**src/rtl/core/supply_watch_alarm_mode_controller_top_assert.svh**
```systemverilog
// ---------------------------------------------------------------------------
// supply watch alarm mode controller: assertion macros
// concurrent checks that compile away when synthesis is defined
// ---------------------------------------------------------------------------
`ifndef SUPPLY_WATCH_ALARM_MODE_CONTROLLER_TOP_ASSERT_SVH
`define SUPPLY_WATCH_ALARM_MODE_CONTROLLER_TOP_ASSERT_SVH

`ifndef SYNTHESIS

// check held at every edge once out of reset
`define SWAMC_ASSERT(label, clk, rst_n, prop) \
    label: assert property (@(posedge clk) disable iff (!(rst_n)) (prop)) \
        else $error("swamc assertion failed");

// check held at every edge, reset included
`define SWAMC_ASSERT_ALWAYS(label, clk, prop) \
    label: assert property (@(posedge clk) (prop)) \
        else $error("swamc assertion failed");

`else

`define SWAMC_ASSERT(label, clk, rst_n, prop)
`define SWAMC_ASSERT_ALWAYS(label, clk, prop)

`endif

`endif

```
**src/rtl/core/swamc_pkg.sv**
```systemverilog
// ---------------------------------------------------------------------------
// swamc_pkg
// shared types, register codes and reset values of the alarm mode controller
// ---------------------------------------------------------------------------
`default_nettype none

package swamc_pkg;

    // operating modes
    typedef enum logic [1:0] {
        MODE_IDLE  = 2'd0,
        MODE_ARMED = 2'd1,
        MODE_AUTO  = 2'd2
    } t_mode;

    // register indexes on the configuration port
    typedef enum logic [2:0] {
        REG_ARM_THRESHOLD    = 3'd0,
        REG_DISARM_THRESHOLD = 3'd1,
        REG_REPLUG_WINDOW    = 3'd2,
        REG_REPLUG_NEEDED    = 3'd3,
        REG_CLICK_WINDOW     = 3'd4,
        REG_BEEP_ON          = 3'd5,
        REG_BEEP_PERIOD      = 3'd6
    } t_reg_idx;

    localparam int unsigned PADDR_W  = 5;
    localparam int unsigned PDATA_W  = 32;
    localparam int unsigned S_TDATA_W = 16;
    localparam int unsigned M_TDATA_W = 8;

    // clicks that end a triple click, and drop counter ceiling
    localparam logic [2:0] CLICKS_TO_IDLE = 3'd3;
    localparam logic [2:0] DROP_MAX       = 3'd7;
    localparam logic [7:0] COUNT_MAX      = 8'hFF;

    typedef struct packed {
        logic [7:0] arm_threshold;
        logic [7:0] disarm_threshold;
        logic [7:0] replug_window_ticks;
        logic [2:0] replug_needed;
        logic [7:0] click_window_ticks;
        logic [7:0] beep_on_ticks;
        logic [7:0] beep_period_ticks;
    } t_cfg;

    localparam t_cfg CFG_RESET = '{
        arm_threshold:       8'd106,
        disarm_threshold:    8'd96,
        replug_window_ticks: 8'd40,
        replug_needed:       3'd3,
        click_window_ticks:  8'd7,
        beep_on_ticks:       8'd3,
        beep_period_ticks:   8'd43
    };

    typedef struct packed {
        t_mode      mode;
        logic       window_active;
        logic [7:0] window_count;
        logic [2:0] drop_count;
        logic       was_low;
        logic [1:0] click_count;
        logic [7:0] click_timer;
        logic [7:0] beep_phase;
        logic       alert;
    } t_state;

    // idle with every sub-state cleared
    localparam t_state STATE_CLEAR = '{
        mode:          MODE_IDLE,
        window_active: 1'b0,
        window_count:  8'd0,
        drop_count:    3'd0,
        was_low:       1'b1,
        click_count:   2'd0,
        click_timer:   8'd0,
        beep_phase:    8'd0,
        alert:         1'b0
    };

    typedef struct packed {
        logic  sleep_request;
        logic  alert_on;
        t_mode mode;
    } t_result;

endpackage

`default_nettype wire

```
**src/rtl/core/supply_watch_alarm_mode_controller_top.sv**
```systemverilog
// path: an input transaction is held in the input register, then its result in the result register
// throughput: one transaction per cycle while m_axis_tready does not stall the result register;
// state is updated in a single pass between the input register and the result register
// reset: synchronous active low; config, state and valid flags back to their defaults, mode idle
// ---------------------------------------------------------------------------
// supply_watch_alarm_mode_controller_top
// three-mode supply alarm controller with stream ports and an apb register file
// ---------------------------------------------------------------------------
`default_nettype none

`include "supply_watch_alarm_mode_controller_top_assert.svh"

module supply_watch_alarm_mode_controller_top
    import swamc_pkg::*;
(
    input  logic                 i_clk,
    input  logic                 i_rst_n,
    // configuration port
    input  logic                 psel,
    input  logic                 penable,
    input  logic                 pwrite,
    input  logic [PADDR_W-1:0]   paddr,
    input  logic [PDATA_W-1:0]   pwdata,
    output logic [PDATA_W-1:0]   prdata,
    output logic                 pready,
    // sample stream
    input  logic                 s_axis_tvalid,
    output logic                 s_axis_tready,
    // [7:0] supply_level, [8] trigger_high, [9] click, rest zero
    input  logic [S_TDATA_W-1:0] s_axis_tdata,
    // result stream
    output logic                 m_axis_tvalid,
    input  logic                 m_axis_tready,
    // [1:0] mode, [2] alert_on, [3] sleep_request, rest zero
    output logic [M_TDATA_W-1:0] m_axis_tdata
);

    t_cfg       r_cfg;
    t_state     r_state;
    t_state     n_state;
    t_result    n_result;
    t_result    r_result;
    logic       r_out_valid;
    logic       r_in_valid;
    logic [7:0] r_supply_level;
    logic       r_trigger_high;
    logic       r_click;
    logic       out_free;
    logic       advance;
    logic       cfg_write;
    t_reg_idx   reg_idx;

    // register file
    assign pready    = 1'b1;
    assign cfg_write = psel && penable && pwrite && pready;
    assign reg_idx   = t_reg_idx'(paddr[4:2]);

    always_ff @(posedge i_clk) begin
        if (!i_rst_n) begin
            r_cfg <= CFG_RESET;
        end else if (cfg_write) begin
            case (reg_idx)
                REG_ARM_THRESHOLD:    r_cfg.arm_threshold       <= pwdata[7:0];
                REG_DISARM_THRESHOLD: r_cfg.disarm_threshold    <= pwdata[7:0];
                REG_REPLUG_WINDOW:    r_cfg.replug_window_ticks <= pwdata[7:0];
                REG_REPLUG_NEEDED:    r_cfg.replug_needed       <= pwdata[2:0];
                REG_CLICK_WINDOW:     r_cfg.click_window_ticks  <= pwdata[7:0];
                REG_BEEP_ON:          r_cfg.beep_on_ticks       <= pwdata[7:0];
                REG_BEEP_PERIOD:      r_cfg.beep_period_ticks   <= pwdata[7:0];
                default: ;
            endcase
        end
    end

    // register readback
    always_comb begin
        case (reg_idx)
            REG_ARM_THRESHOLD:    prdata = {24'd0, r_cfg.arm_threshold};
            REG_DISARM_THRESHOLD: prdata = {24'd0, r_cfg.disarm_threshold};
            REG_REPLUG_WINDOW:    prdata = {24'd0, r_cfg.replug_window_ticks};
            REG_REPLUG_NEEDED:    prdata = {29'd0, r_cfg.replug_needed};
            REG_CLICK_WINDOW:     prdata = {24'd0, r_cfg.click_window_ticks};
            REG_BEEP_ON:          prdata = {24'd0, r_cfg.beep_on_ticks};
            REG_BEEP_PERIOD:      prdata = {24'd0, r_cfg.beep_period_ticks};
            default:              prdata = '0;
        endcase
    end

    // stream handshake: result register frees as it is taken
    assign out_free      = !r_out_valid || m_axis_tready;
    assign advance       = r_in_valid && out_free;
    assign s_axis_tready = !r_in_valid || advance;

    // input register
    always_ff @(posedge i_clk) begin
        if (!i_rst_n) begin
            r_in_valid <= 1'b0;
        end else if (s_axis_tready) begin
            r_in_valid <= s_axis_tvalid;
        end
    end

    always_ff @(posedge i_clk) begin
        if (s_axis_tvalid && s_axis_tready) begin
            r_supply_level <= s_axis_tdata[7:0];
            r_trigger_high <= s_axis_tdata[8];
            r_click        <= s_axis_tdata[9];
        end
    end

    // one controller tick
    swamc_step u_step (
        .i_cfg          (r_cfg),
        .i_state        (r_state),
        .i_supply_level (r_supply_level),
        .i_trigger_high (r_trigger_high),
        .i_click        (r_click),
        .o_state        (n_state),
        .o_result       (n_result)
    );

    // controller state
    always_ff @(posedge i_clk) begin
        if (!i_rst_n) begin
            r_state <= STATE_CLEAR;
        end else if (advance) begin
            r_state <= n_state;
        end
    end

    // result register
    always_ff @(posedge i_clk) begin
        if (!i_rst_n) begin
            r_out_valid <= 1'b0;
        end else if (out_free) begin
            r_out_valid <= r_in_valid;
        end
    end

    always_ff @(posedge i_clk) begin
        if (advance) begin
            r_result <= n_result;
        end
    end

    assign m_axis_tvalid = r_out_valid;
    assign m_axis_tdata  = {4'd0, r_result.sleep_request, r_result.alert_on,
                            r_result.mode};

    // checks
    `SWAMC_ASSERT(a_mode_legal, i_clk, i_rst_n, r_state.mode != 2'd3)
    `SWAMC_ASSERT(a_alert_sleep_excl, i_clk, i_rst_n, r_out_valid |-> !(r_result.alert_on && r_result.sleep_request))
    `SWAMC_ASSERT(a_advance_fills_out, i_clk, i_rst_n, advance |=> r_out_valid)
    `SWAMC_ASSERT_ALWAYS(a_reset_empties, i_clk, !i_rst_n |=> !r_in_valid && !r_out_valid)

endmodule

`default_nettype wire

```
**src/rtl/core/swamc_step.sv**
```systemverilog
// ---------------------------------------------------------------------------
// swamc_step
// one tick of the mode controller: next state and result from state and sample
// ---------------------------------------------------------------------------
`default_nettype none

module swamc_step
    import swamc_pkg::*;
(
    input  t_cfg       i_cfg,
    input  t_state     i_state,
    input  logic [7:0] i_supply_level,
    input  logic       i_trigger_high,
    input  logic       i_click,
    output t_state     o_state,
    output t_result    o_result
);

    logic       lvl_lt_disarm;
    logic       lvl_le_disarm;
    logic       lvl_gt_arm;
    logic       lvl_ge_arm;
    logic [7:0] window_count_inc;
    logic [2:0] drop_count_inc;
    logic [7:0] click_timer_inc;
    logic [2:0] click_count_inc;
    logic [8:0] beep_phase_inc;
    logic       beep_on;

    // threshold compares
    assign lvl_lt_disarm = i_supply_level <  i_cfg.disarm_threshold;
    assign lvl_le_disarm = i_supply_level <= i_cfg.disarm_threshold;
    assign lvl_gt_arm    = i_supply_level >  i_cfg.arm_threshold;
    assign lvl_ge_arm    = i_supply_level >= i_cfg.arm_threshold;

    // saturating counters
    assign window_count_inc = (i_state.window_count != COUNT_MAX) ?
                              i_state.window_count + 8'd1 : i_state.window_count;
    assign drop_count_inc   = (lvl_le_disarm && !i_state.was_low &&
                               i_state.drop_count != DROP_MAX) ?
                              i_state.drop_count + 3'd1 : i_state.drop_count;
    assign click_timer_inc  = (i_state.click_timer != COUNT_MAX) ?
                              i_state.click_timer + 8'd1 : i_state.click_timer;
    assign click_count_inc  = {1'b0, i_state.click_count} + 3'd1;

    // beep period
    assign beep_phase_inc = {1'b0, i_state.beep_phase} + 9'd1;
    assign beep_on        = i_state.beep_phase < i_cfg.beep_on_ticks;

    // mode decisions
    always_comb begin
        t_state n_st;
        logic   sleep;
        logic   waiting;
        logic   change;
        t_mode  target;

        n_st    = i_state;
        sleep   = 1'b0;
        waiting = 1'b0;
        change  = 1'b0;
        target  = MODE_IDLE;

        case (i_state.mode)
            MODE_ARMED: begin
                if (!i_state.window_active) begin
                    n_st.alert = !i_trigger_high;
                    if (lvl_lt_disarm) begin
                        n_st.window_active = 1'b1;
                        n_st.window_count  = 8'd0;
                        n_st.drop_count    = 3'd0;
                        n_st.was_low       = 1'b1;
                    end
                end else begin
                    n_st.window_count = window_count_inc;
                    n_st.drop_count   = drop_count_inc;
                    n_st.was_low      = lvl_le_disarm;
                    if (drop_count_inc >= i_cfg.replug_needed) begin
                        change = 1'b1;
                        target = MODE_IDLE;
                    end else if (window_count_inc >= i_cfg.replug_window_ticks) begin
                        change = 1'b1;
                        target = MODE_AUTO;
                    end
                end
            end
            MODE_AUTO: begin
                // triple click sequence
                if (i_state.click_count == 2'd0) begin
                    if (i_click) begin
                        n_st.click_count = 2'd1;
                        n_st.click_timer = 8'd0;
                        waiting          = 1'b1;
                    end
                end else begin
                    n_st.click_timer = click_timer_inc;
                    if (i_click) begin
                        n_st.click_count = click_count_inc[1:0];
                        n_st.click_timer = 8'd0;
                        waiting          = 1'b1;
                        if (click_count_inc >= CLICKS_TO_IDLE) begin
                            change = 1'b1;
                            target = MODE_IDLE;
                        end
                    end else if (click_timer_inc >= i_cfg.click_window_ticks) begin
                        n_st.click_count = 2'd0;
                        n_st.click_timer = 8'd0;
                    end else begin
                        waiting = 1'b1;
                    end
                end
                // supply check and periodic beep
                if (!change) begin
                    if (waiting) begin
                        n_st.alert = 1'b0;
                    end else if (lvl_ge_arm) begin
                        change = 1'b1;
                        target = MODE_ARMED;
                    end else begin
                        n_st.alert = beep_on;
                        sleep      = !beep_on;
                        if (beep_phase_inc >= {1'b0, i_cfg.beep_period_ticks}) begin
                            n_st.beep_phase = 8'd0;
                        end else begin
                            n_st.beep_phase = beep_phase_inc[7:0];
                        end
                    end
                end
            end
            default: begin
                // idle, and the unused code acts as idle
                if (lvl_gt_arm) begin
                    change = 1'b1;
                    target = MODE_ARMED;
                end else begin
                    n_st.mode  = MODE_IDLE;
                    n_st.alert = 1'b0;
                    sleep      = 1'b1;
                end
            end
        endcase

        // a mode change clears all sub-state
        if (change) begin
            n_st      = STATE_CLEAR;
            n_st.mode = target;
            sleep     = 1'b0;
        end

        o_state                = n_st;
        o_result.mode          = n_st.mode;
        o_result.alert_on      = n_st.alert;
        o_result.sleep_request = sleep;
    end

endmodule

`default_nettype wire
```
**config.mk**
```make
export PLATFORM = sky130hd
export DESIGN_NAME = supply_watch_alarm_mode_controller_top
export DESIGN_NICKNAME = d
export VERILOG_FILES = /design/src/rtl/core/swamc_pkg.sv /design/src/rtl/core/supply_watch_alarm_mode_controller_top.sv /design/src/rtl/core/swamc_step.sv
export VERILOG_INCLUDE_DIRS = /design/src /design/src/rtl/core
export SDC_FILE = /design/constraint.sdc
export NUM_CORES = 1
export LEC_CHECK = 0
export BUFFER_PORTS_ARGS = -buffer_cell sky130_fd_sc_hd__buf_2
export CELL_PAD_IN_SITES_DETAIL_PLACEMENT = 0
export CELL_PAD_IN_SITES_GLOBAL_PLACEMENT = 1
export CORE_MARGIN = 2
export CORE_UTILIZATION = 44
export DETAILED_ROUTE_END_ITERATION = 8
export PLACE_DENSITY = 0.84
export SYNTH_ARGS = -nofsm -noshare
export SYNTH_HDL_FRONTEND = slang
export SYNTH_HIERARCHICAL = 1
export SYNTH_SLANG_ARGS = --single-unit
```
**constraint.sdc**
```tcl
create_clock -name i_clk -period 5 [get_ports i_clk]
set_input_delay 1 -clock i_clk [delete_from_list [all_inputs] [get_ports i_clk]]
set_output_delay 1 -clock i_clk [all_outputs]
set_load 0.02 [all_outputs]
```
==> impl_summary.md <==
Logic synthesis
The cell type contributing the most total cell area after synthesis is sky130_fd_sc_hd__dfxtp_1. The post-synthesis cell count is 895. For this run, the leading register cell type out of synthesis is sky130_fd_sc_hd__dfxtp_1.

In this run the mean area of a mapped cell was 8.21 sq um. The total standard cell area after synthesis is 7340 sq um. The fraction of registers with async set/reset is 0%. The count of yosys warnings during synthesis is 6. By area the synthesized netlist is led by sky130_fd_sc_hd__dfxtp_1, sky130_fd_sc_hd__ha_1, sky130_fd_sc_hd__mux2i_1. The share of the synthesized area in the top cell type is 23.7%. The share of synthesized area occupied by flip-flops and latches is 29.4%. Counting flops and latches in the post-synthesis netlist gives 101. The synthesized design contains 14 enable-type register cells. The netlist uses 67 different library cells.

CTS
Clock-pin slew was measured on the worst setup and hold paths at 0.08 ns. The maximum number of buffers from clock root to sink is 2. Buffers added to address setup during post-CTS repair amount to 0.

The clock latency of the later-clocked register in the worst-skew pair is 0.36 ns. Counting every sink on the clock net gives 101. The quantity of gates resized following cts is 0. The H-tree was split into 3 levels.

The hold-fix buffer count after cts is 0. The number of buffers created by CTS is 9. The root buffer cell chosen for the clock tree is sky130_fd_sc_hd__clkbuf_16. TritonCTS built the clock tree.

Routing
Once detail routing completed, the nets flagged for antenna violations numbered 0. After detailed routing, the number of remaining DRC violations is 0. The routed layout has 6407 vias.

Using the TritonRoute via totals, the vias-per-cell ratio works out to 5.67. The detail-routed net length per standard cell is 17.0 microns. The iteration-0 DRC count of the detailed router is 463. The length of the first detailed-routing pass in iterations is 5. After detailed routing, the total wire length is 19200 microns.

Setup path
The number of buffers and inverters on the critical path is 2. Walking the worst path, the cells encountered are inv_1 -> ha_1 -> nand2_1 -> or4_4 -> a211oi_2 -> and2_1 -> mux2_2 -> ha_1 -> a21o_1 -> a21o_1 -> o31ai_1 -> o22ai_2 -> buf_4 -> nor4_1 -> nand3_1 -> a21oi_1. Grouping stages by cell kind, the critical path spends the most delay in compound AO/OA/AOI/OAI gates. For the worst setup path, the data required time is 5.28 ns. Data on the critical path arrives at its endpoint at 4.84 ns. The worst setup path is captured at a flip-flop. STA classifies the critical path startpoint as a flip-flop. In this run the worst path has a maximum fanout of 22. The setup path with the least slack is of type reg -> reg.

The longest individual stage delay on the worst path is 0.57 ns. The worst-path cell with the longest stage delay is sky130_fd_sc_hd__or4_4.

Global routing
The first-pass GRT wire length is 31800 microns. The initial antenna violation count is 0. The global-route total usage across every layer is 22.4%. Summed over all layers, the global routing overflow is 0.

The largest net degree at the start of global routing is 69. The number of global-route vias before repair came to 6058.

Place
The number of I/O port buffers is 41. The post-detailed-placement half-perimeter wirelength is 13900 microns. The weighted congestion at the end of routability-driven global placement is 0.854. Prior to clock tree synthesis, the placed netlist has a worst setup slack of 0.502 ns.

The total instance count after detailed placement is 1113. The area of placed instances is 7550 sq um.

Floorplanning
The width of the chip is 133 microns. The initialized floorplan defines 47 standard-cell rows. The top-level port count is 103. The overall die area is 17700 sq um. In this run the standard cell core region covers 16500 sq um. From bottom edge to top edge, the die measures 133 microns. For this configuration, the core starts out at a cell density of 44.6%.

Timing
Setup repair after global routing left no endpoint under its margin. The routed design could run at a clock period as short as 4.56 ns. Setup violations remaining at the end of the flow were counted as 0.

The actual transition at the worst max-transition pin is 1.16 ns. The final critical-path setup slack is 0.439 ns. In the final timing run, aggregate negative setup slack is 0 ns. The final max-slew violation count is 0. The highest achievable clock rate is 219 MHz. The clock arrives with 0.0125 ns of skew. The hold violation total from the final report is 0. Measured against its own limit, the worst slew margin works out to 22.3%.

The ratio of final minimum period to clock period is 91.2%.

Finish
The end-of-flow core utilization is 47.8%. In the layout the commonest cells are sky130_fd_sc_hd__dfxtp_1, sky130_fd_sc_hd__inv_1, sky130_fd_sc_hd__nand2_1, sky130_fd_sc_hd__nand3_1, sky130_fd_sc_hd__o21ai_0. The share of layout cells above drive strength 1 is 11.1%. After routing the design area is 7870 sq um.

The most common library cell in the layout ignoring fill and taps is sky130_fd_sc_hd__dfxtp_1. The net count of the finished layout is 1024. The finished layout holds 1129 standard cells, fillers aside.

The filler cells instantiated in the layout total 1656. Compared with the post-synthesis result, the final layout area differs by 7.14%. The repair_antennas step left the layout with diodes totalling 0.

Run status
The flow ran to the end, and the final reports show no timing, DRC or antenna violations.

Pwr
The worst-case IR drop observed on VDD is 0.000181 V. The leakage power figure is 3.37 nW. The power per cell area is 230 nW/um^2.

Worst hold path
In this run the worst hold path is classified as reg -> reg.

Flow run
Max-cap violations in this run came to 0.
==> power breakdown <==
group          internal [mW]  total [mW]  switching, mW
clock network          0.407       0.770          0.363
logic                 0.0545       0.195          0.141
registers              0.835       0.845         0.0105
total                   1.30        1.81          0.514
==> kinds of logic (layout without fill, tap and decap cells) <==
kind of cell,count (synthesis),in the layout,share of synthesized area [%]
buffers and inverters,153,140,10.2
muxes,64,64,8.79
and+or+nand+nor,274,274,19.1
DFF,101,101,29.4
xor gates and xnor gates,13,13,1.55
AOI/OAI and AO/OA,228,228,20.6
other,2,29,0.102
adders and majority gates,60,60,10.2
==> synth_stat cells (all sizes together), types with 6 or more instances <==
cell     n
a211oi  26
a21boi  10
a21o     9
a21oi   44
a22oi    8
a31oi   10
and3     7
buf     57
clkbuf  22
dfxtp   87
edfxtp  14
ha      60
inv     74
mux2i   60
nand2   77
nand2b   9
nand3   68
nand4   12
nor2    34
nor2b   10
nor3    26
o211ai  13
o21ai   68
or3      8
xnor2    6
xor2     7
==> worst register-to-register path: cells and delay by family, from the launching register on <==
family	cells	cell delay [ns]
buf+inv	2	0.33
fa+ha+maj	2	0.54
flops	1	0.43
mux	1	0.40
compound gates	6	1.41
simple gates	5	1.37
==> sequential cells by signal, indices dropped and copies added (netlist names) <==
name,flops
m_axis_tdata,4
m_axis_tvalid,1
r_cfg,51
r_click,1
r_in_valid,1
r_state,34
r_supply_level,8
r_trigger_high,1
==> final timing paths <==
path / start / end / slack (ns) / cells past startpoint
max: r_cfg[41]$_SDFFE_PN1P_ / r_state[17]$_SDFFE_PN0P_ / 0.44 / 16
min: r_cfg[20]$_SDFFE_PN0P_ / r_cfg[20]$_SDFFE_PN0P_ / 0.48 / 2
max reg2reg: r_cfg[41]$_SDFFE_PN1P_ / r_state[17]$_SDFFE_PN0P_ / 0.44 / 16
min reg2reg: r_cfg[20]$_SDFFE_PN0P_ / r_cfg[20]$_SDFFE_PN0P_ / 0.48 / 2
==> layout make-up <==
cell class	instances	area [sq um]	area share, %
clock inverter	7	92.6	1.18
sequential	101	2160	27.5
tap	220	275	3.50
timing repair buffer	50	285	3.63
multi-input combinational	668	4550	57.8
inverter	74	278	3.53
clock buffer	9	225	2.86
==> layer usage <==
| layer | global-route usage (%) | vias up | wire length [microns] |
|---|---|---|---|
| li1 | - | 3196 | - |
| met1 | 29.9 | 3054 | 9030 |
| met2 | 36.9 | 136 | 9050 |
| met3 | 4.00 | 21 | 734 |
| met4 | 6.80 | 0 | 411 |
| met5 | 0 | - | 0 |
==> stage by stage <==
stage               power [mW]  hold slack [ns]
finish                    1.81            0.476
global route              1.88            0.487
CTS                       1.83            0.473
detailed placement        1.06            0.463
global placement          1.06            0.456
floorplan                 1.02            0.447
(Power assumes the default switching activity.)
